===== config.mk =====
export PLATFORM = sky130hd
export DESIGN_NAME = brs_bitpick
export DESIGN_NICKNAME = d
export VERILOG_FILES = /design/src/bitvector_rank_select_core_defines.svh /design/src/brs_pkg.sv /design/src/brs_bitpick.sv
export SDC_FILE = /design/constraint.sdc
export NUM_CORES = 1
export LEC_CHECK = 0
export ABC_AREA = 1
export CAP_MARGIN = 20
export CORE_ASPECT_RATIO = 0.75
export CORE_MARGIN = 2
export CORE_UTILIZATION = 35
export CTS_CLUSTER_SIZE = 12
export DETAILED_ROUTE_END_ITERATION = 8
export DONT_BUFFER_PORTS = 1
export PLACE_DENSITY_LB_ADDON = 0.05
export SKIP_CTS_REPAIR_TIMING = 1
export SLEW_MARGIN = 20
export SYNTH_ARGS = -nofsm -noshare
export SYNTH_HDL_FRONTEND = slang
export SYNTH_SLANG_ARGS = --single-unit

===== constraint.sdc =====
create_clock -name clk -period 23.1 [get_ports clk]
set_clock_uncertainty 0.1 [all_clocks]
set_input_delay 1.155 -clock clk [delete_from_list [all_inputs] [get_ports clk]]
set_output_delay 1.155 -clock clk [all_outputs]
set_load 0.02 [all_outputs]

===== src/bitvector_rank_select_core_defines.svh =====
// Assertion macros for the bitvector rank/select core.
// Included by the top level; no other dependencies.
`ifndef BITVECTOR_RANK_SELECT_CORE_DEFINES_SVH
`define BITVECTOR_RANK_SELECT_CORE_DEFINES_SVH
`ifndef SYNTHESIS
`define BRS_ASSERT_NEXT(lbl, ante, cons) \
  lbl: assert property (@(posedge clk) disable iff (!rst_n) (ante) |=> (cons)) \
    else $error("brs: next-cycle check failed");
`define BRS_ASSERT_NOW(lbl, ante, cons) \
  lbl: assert property (@(posedge clk) disable iff (!rst_n) (ante) |-> (cons)) \
    else $error("brs: same-cycle check failed");
`else
`define BRS_ASSERT_NEXT(lbl, ante, cons)
`define BRS_ASSERT_NOW(lbl, ante, cons)
`endif
`endif


===== src/brs_pkg.sv =====
// Shared types, action codes and popcount helpers for the rank/select core.
// No dependencies.
package brs_pkg;

  localparam int CNT_W = 11;   // word counts and word indexes seen by queries
  localparam int ANS_W = 17;

  localparam logic [1:0] ACT_WRITE  = 2'd0;
  localparam logic [1:0] ACT_RANK   = 2'd1;
  localparam logic [1:0] ACT_SELECT = 2'd2;

  localparam logic [CNT_W-1:0] WORDS_IN_USE_RST = 11'd1024;

  typedef struct packed {
    logic [1:0]  action;
    logic [9:0]  word_index;
    logic [63:0] word_data;
    logic [16:0] bit_position;
    logic [15:0] rank_target;
  } in_item_t;

  typedef struct packed {
    logic [ANS_W-1:0] answer;
    logic             found;
  } out_item_t;

  typedef struct packed {
    logic       done;
    logic [5:0] bit_off;
  } pick_res_t;

  function automatic logic [6:0] pop64(input logic [63:0] w);
    logic [6:0] c;
    c = '0;
    for (int i = 0; i < 64; i++) begin
      c = c + 7'(w[i]);
    end
    return c;
  endfunction

  function automatic logic [3:0] pop8(input logic [7:0] b);
    logic [3:0] c;
    c = '0;
    for (int i = 0; i < 8; i++) begin
      c = c + 4'(b[i]);
    end
    return c;
  endfunction

endpackage


===== src/brs_bitpick.sv =====
// Finds the offset of the k-th set bit inside one 64-bit word in two stages:
// byte choice by prefix counts, then bit choice inside the byte. Uses brs_pkg.
module brs_bitpick
  import brs_pkg::*;
(
  input  logic        clk,
  input  logic        rst_n,
  input  logic        start,
  input  logic [63:0] word,
  input  logic [5:0]  left,
  output pick_res_t   res
);

  logic       s1_vld_r;
  logic [2:0] s1_byte_r;
  logic [2:0] s1_rem_r;
  logic [7:0] s1_bits_r;
  logic       done_r;
  logic [5:0] off_r;

  logic [6:0] pre;
  logic [3:0] bcnt;
  logic       bhit;
  logic [2:0] bsel;
  logic [2:0] brem;

  logic [3:0] k;
  logic       hit2;
  logic [2:0] bpos;

  // stage 1: pick the byte holding the wanted bit
  always_comb begin
    pre  = '0;
    bhit = 1'b0;
    bsel = '0;
    brem = '0;
    bcnt = '0;
    for (int j = 0; j < 8; j++) begin
      bcnt = pop8(word[j*8 +: 8]);
      if (!bhit && (7'(left) < pre + 7'(bcnt))) begin
        bhit = 1'b1;
        bsel = 3'(j);
        brem = 3'(7'(left) - pre);
      end
      pre = pre + 7'(bcnt);
    end
  end

  // stage 2: pick the bit inside that byte
  always_comb begin
    k    = '0;
    hit2 = 1'b0;
    bpos = '0;
    for (int b = 0; b < 8; b++) begin
      if (s1_bits_r[b]) begin
        if (!hit2 && (k == 4'(s1_rem_r))) begin
          hit2 = 1'b1;
          bpos = 3'(b);
        end
        k = k + 4'd1;
      end
    end
  end

  always_ff @(posedge clk) begin
    if (!rst_n) begin
      s1_vld_r <= 1'b0;
      done_r   <= 1'b0;
    end else begin
      s1_vld_r <= start;
      done_r   <= s1_vld_r;
    end
    if (start) begin
      s1_byte_r <= bsel;
      s1_rem_r  <= brem;
      s1_bits_r <= word[bsel*8 +: 8];
    end
    if (s1_vld_r) begin
      off_r <= {s1_byte_r, bpos};
    end
  end

  assign res.done    = done_r;
  assign res.bit_off = off_r;

endmodule


# Word-level counts from Yosys, hierarchy flattened
# Index checks and enable logic that the tools add are counted.
# totals
register_bits,22
wordCells,184
# classes
add_sub_neg,76
magnitude_cmp,8
eq_ne,7
shifts,1
muxes,57
reduce_logical,29
# op_table
operator,count
$add A4 B1 Y4,32
$mux W3,26
$shiftx A64 B7 Y8,1
$lt A6 B7 Y1,5
$add A3 B1 Y4,8
$add A7 B4 Y7,4
$eq A4 B3 Y1,7
$mux W1,25
$add A2 B1 Y3,8
$add A4 B1 Y4 const B,6
$mux W4,6
$sub A3 B3 Y3,7
$add A1 B1 Y2,8
$logic_and A1 B1 Y1,14
$logic_not A1 Y1,14
$add A6 B4 Y7,1
$add A5 B4 Y6,1
$lt A6 B4 Y1,1
$lt A6 B5 Y1,1
$lt A6 B6 Y1,1
$add A4 B4 Y5,1
$logic_not A3 Y1,1

# Logic depth before layout (Yosys ltp)
# logic_depth
depth_word,31
depth_mapped,61
mapped_depth_nobuf,60

# Worst setup path after synthesis
# Ideal clock, no wire load.
# synth_timing
path_type,input port to flip-flop
start,input port word[0]
end,"register s1_bits_r[6], data pin"
arrival_time_ns,15.541
required_time_ns,22.747
setup_slack_ns,7.206
path_stages,58
cell_sequence,fa_1 > inv_1 > fa_1 > fa_1 > inv_1 > ha_1 > inv_1 > fa_1 > fa_1 > inv_1 > fa_1 > inv_1 > fa_1 > fa_1 > inv_1 > fa_1 > inv_1 > fa_1 > [22 not listed] > fa_1 > xor2_1 > ha_1 > nand2_1 > nor2_1 > a211oi_1 > nor2_1 > a211oi_1 > o21bai_1 > nand2_4 > nand2_8 > nand2_4 > buf_6 > nand2_1 > nand3_1 > nand2_1 > nand2_1 > nand2_1
# synth_between
elab_chain_len,31
word_cells_on_any_way,51
cone_classes,14 x add/sub; 8 x order compare; 1 x shift; 14 x mux; 14 x reduce/logical
# synth_rtl
item,line,rtl
start: declaration,brs_bitpick.sv:9,"input logic [63:0] word,"
$add A1 B1 Y2 *,brs_pkg.sv:45,c = c + 4'(b[i]);
$add A2 B1 Y3 *,brs_pkg.sv:45,
$add A3 B1 Y4 *,brs_pkg.sv:45,
$add A4 B1 Y4 * (4 in a row),brs_pkg.sv:45,
branches (longest 22 deep; another with $add A6 B4 Y7),--,
$mux W3 *,brs_bitpick.sv:40,if (!bhit && (7'(left) < pre + 7'(bcnt))) begin
$shiftx A64 B7 Y8 *,brs_bitpick.sv:76,s1_bits_r <= word[bsel*8 +: 8];
end signal: assignment,brs_bitpick.sv:76,
end: declaration,brs_bitpick.sv:17,logic [7:0] s1_bits_r;
# Mark *: on every way between the ends.
# A chain may end at the register's enable or synchronous reset.

# Final worst setup path
# layout_timing
start,input port word[0]
end,"register s1_bits_r[2], data pin"
# The elaborated chain is that of the path after synthesis.

==> results.tsv <==
stage	metric	value	unit
run_status	status	finished clean	
routing	wl_per_cell	15.4	um
worst_setup_path	reg2reg_to	off_r[1]	
die	die_area	18700	um2
timing	slew_viol_final	0	
finish	drive_above_1_share	0.0496	
clock_tree	cts_max_level	1	
routing	drtIter0Drc	361	
placed_design	gp_congestion	0.847	
synth	syn_inst	875	
placed_design	numPortBuffers	0	
synth	synth_area	6150	um2
hold_path	holdCritStartpoint	s1_byte_r[2]	
hold_path	whs_path_depth	0	
synth	synth_cell_types	52	
worst_setup_path	worstPathBufferInverterCount	15	
worst_setup_path	crit_type	in2reg	
finish	antennaDiodeCount	0	
global_routing	overflow	0	
synth	syn_nets	1086	
die	core	17000	um2
global_routing	grt_usage	0.190	
worst_setup_path	crit_family	adder cells	
worst_setup_path	crit_fanout	37	
routing	via_count	5320	
timing	setup_violations	0	
die	core.rowCount	41	
worst_setup_path	ff2ff_path_depth	24	
finish	area_growth	4.95	%
die	start_util	0.361	
global_routing	antenna_found_initial	0	
routing	via_per_inst	4.82	
clock_tree	clock_path_buffers	2	
synth	ys_seq_elements	22	
worst_setup_path	cpMostUsedCell	fa_1	
routing	drc	0	
worst_setup_path	worstPathArrival	16.65	ns
clock_tree	clkTransAtPathRegs	0.06	ns
worst_setup_path	timing.rr.start	s1_bits_r[0]	
synth	ys_seq_area_frac	0.104	
routing	ant_nets	0	
timing	slew_headroom	0.483	
timing	worst_pin_slew	0.774	ns
worst_setup_path	critPathRequiredTime	23.01	ns
synth	syn_avg_cell_area	7.03	um2
clock_tree	cts_root_buf	clkbuf_16	
placed_design	place_area	6350	um2
worst_setup_path	crit_slowest_cell	fa_1	
timing	post-route-period-util	0.725	
worst_setup_path	cpPeakStageDelay	0.53	ns
die	die_w	157	um
die	pin_count	80	
routing	drt_wl_total	17.0	mm
worst_setup_path	end_kind	flop	
finish	final_cell_area	6450	um2
die	die_y	119	um
timing	fin_setup_tns	0	ns
placed_design	dpl.hpwl	15.3	mm
global_routing	grt_pass1_wl	28.0	mm
timing	period_minus_slack	16.74	ns
global_routing	grt_max_degree	38	
timing	fmaxAchievable	59.7	MHz
hold_path	worst_hold_path_type	reg2reg	
global_routing	grt_pass1_vias	5394	
job	drv_cap	0	
synth	ys_warn_count	0	
finish	nNetsFinal	1079	
hold_path	whs_endpoint	off_r[5]	
worst_setup_path	cp-start-kind	input port	
timing	finalHoldViolations	0	
clock_tree	cts_made_buffers	3	
worst_setup_path	r2r_slack	18.10	ns
timing	rsz0062_at_grt	false	
clock_tree	cts_tree	built	
clock_tree	clkLatencyLatePin	0.26	ns
clock_tree	clock-sinks	22	
routing	firstDrtPassIters	5	
[layer usage]
| layer | up-vias | share of wire | track usage |
|---|---|---|---|
| li1 | 2736 | - | - |
| met1 | 2457 | 0.52 | 0.290 |
| met2 | 121 | 0.40 | 0.284 |
| met3 | 6 | 0.069 | 0.0392 |
| met4 | 0 | 0.0047 | 0.0131 |
| met5 | - | 0 | 0 |
[stage by stage]
stage	setup slack [ns]	hold slack (ns)	std cells	util
after floorplan	7.21	0.300	875	-
after global placement	6.12	0.309	1099	0.373
after detailed placement	6.14	0.311	1099	0.373
after CTS	6.31	0.333	1103	0.379
after global routing	5.57	0.341	1103	0.379
final	6.36	0.330	1103	0.379
[Yosys cell counts (all sizes together)]
cell type | n | area (um2)
a21boi | 2 | 15.0
xnor2 | 14 | 123
a21o | 4 | 30.0
buf | 12 | 96.3
o221ai | 1 | 8.76
or2 | 4 | 25.0
o21bai | 4 | 30.0
o21a | 2 | 15.0
nand4 | 4 | 25.0
o2111ai | 3 | 26.3
xor2 | 17 | 149
ha | 92 | 1150
a211oi | 7 | 52.6
a21oi | 28 | 155
o31ai | 1 | 7.51
o41ai | 1 | 8.76
o22ai | 2 | 12.5
and2 | 1 | 6.26
o21ai | 16 | 91.3
a221oi | 1 | 8.76
nor2b | 1 | 6.26
nand3b | 5 | 53.8
o211ai | 2 | 15.0
edfxtp | 20 | 601
dfxtp | 2 | 40.0
fa | 46 | 921
nor2 | 47 | 213
a2111oi | 1 | 8.76
clkinv | 1 | 3.75
nand3 | 95 | 503
nor3 | 9 | 45.0
nand2 | 223 | 921
or3 | 1 | 6.26
inv | 206 | 773
[registers in the layout (all words and copies together), names as in the netlist]
register	count
s1_rem_r	3
s1_bits_r	8
s1_vld_r	1
s1_byte_r	3
done_r	1
off_r	6
[area by class of cell]
class | count | area [um2]
Clock inverter | 1 | 30.0
Fill cell | 1878 | 10600
Sequential cell | 22 | 641
Multi-Input combinational cell | 634 | 4630
Inverter | 207 | 777
Clock buffer | 3 | 75.1
Tap cell | 236 | 295
[cells by family after synthesis]
logic type / synth area share
DFF: 0.104
AOI/OAI and AO/OA: 0.0790
adders and majority gates: 0.337
xor gates and xnor gates: 0.0442
and+or+nand+nor: 0.294
buffers and inverters: 0.142
[cell usage in the layout, fill, tap and decap left out, drive strengths merged, types with 3 or more instances in the layout]
| master | count |
|---|---|
| o2111ai | 3 |
| xnor2 | 14 |
| a211oi | 7 |
| nand2 | 223 |
| xor2 | 17 |
| edfxtp | 20 |
| o21ai | 16 |
| a21o | 4 |
| clkbuf | 3 |
| inv | 206 |
| a21oi | 28 |
| o21bai | 4 |
| nor2 | 47 |
| nand3b | 5 |
| or2 | 4 |
| nand3 | 95 |
| fa | 46 |
| ha | 92 |
| nand4 | 4 |
| nor3 | 9 |
[how the worst max path moves through the flow]
stage	from	to	cells past startpoint
after floorplan	word[0]	s1_bits_r[6]	58
after global placement	word[0]	s1_bits_r[2]	57
after detailed placement	word[0]	s1_bits_r[2]	57
after CTS	word[0]	s1_bits_r[2]	57
after global routing	word[0]	s1_bits_r[6]	57
final	word[0]	s1_bits_r[2]	57
[worst register-to-register path, stage by stage, from the launching register on]
cell,delay [ns]
edfxtp_1,0.44
inv_1,0.09
ha_1,0.32
inv_1,0.10
nand2_1,0.06
nand2_1,0.13
inv_1,0.06
ha_1,0.28
o21ai_0,0.40
inv_1,0.13
ha_1,0.30
o21ai_0,0.45
inv_1,0.09
ha_1,0.28
o21ai_0,0.22
inv_1,0.12
ha_1,0.28
nand2_1,0.05
o21ai_0,0.10
or2_2,0.29
nand3_1,0.08
inv_1,0.04
nand4_1,0.10
o21a_1,0.17
nand2_1,0.06
Power is not shown: default switching activity piles up to over one toggle a cycle in this logic, so the estimate is an artifact.
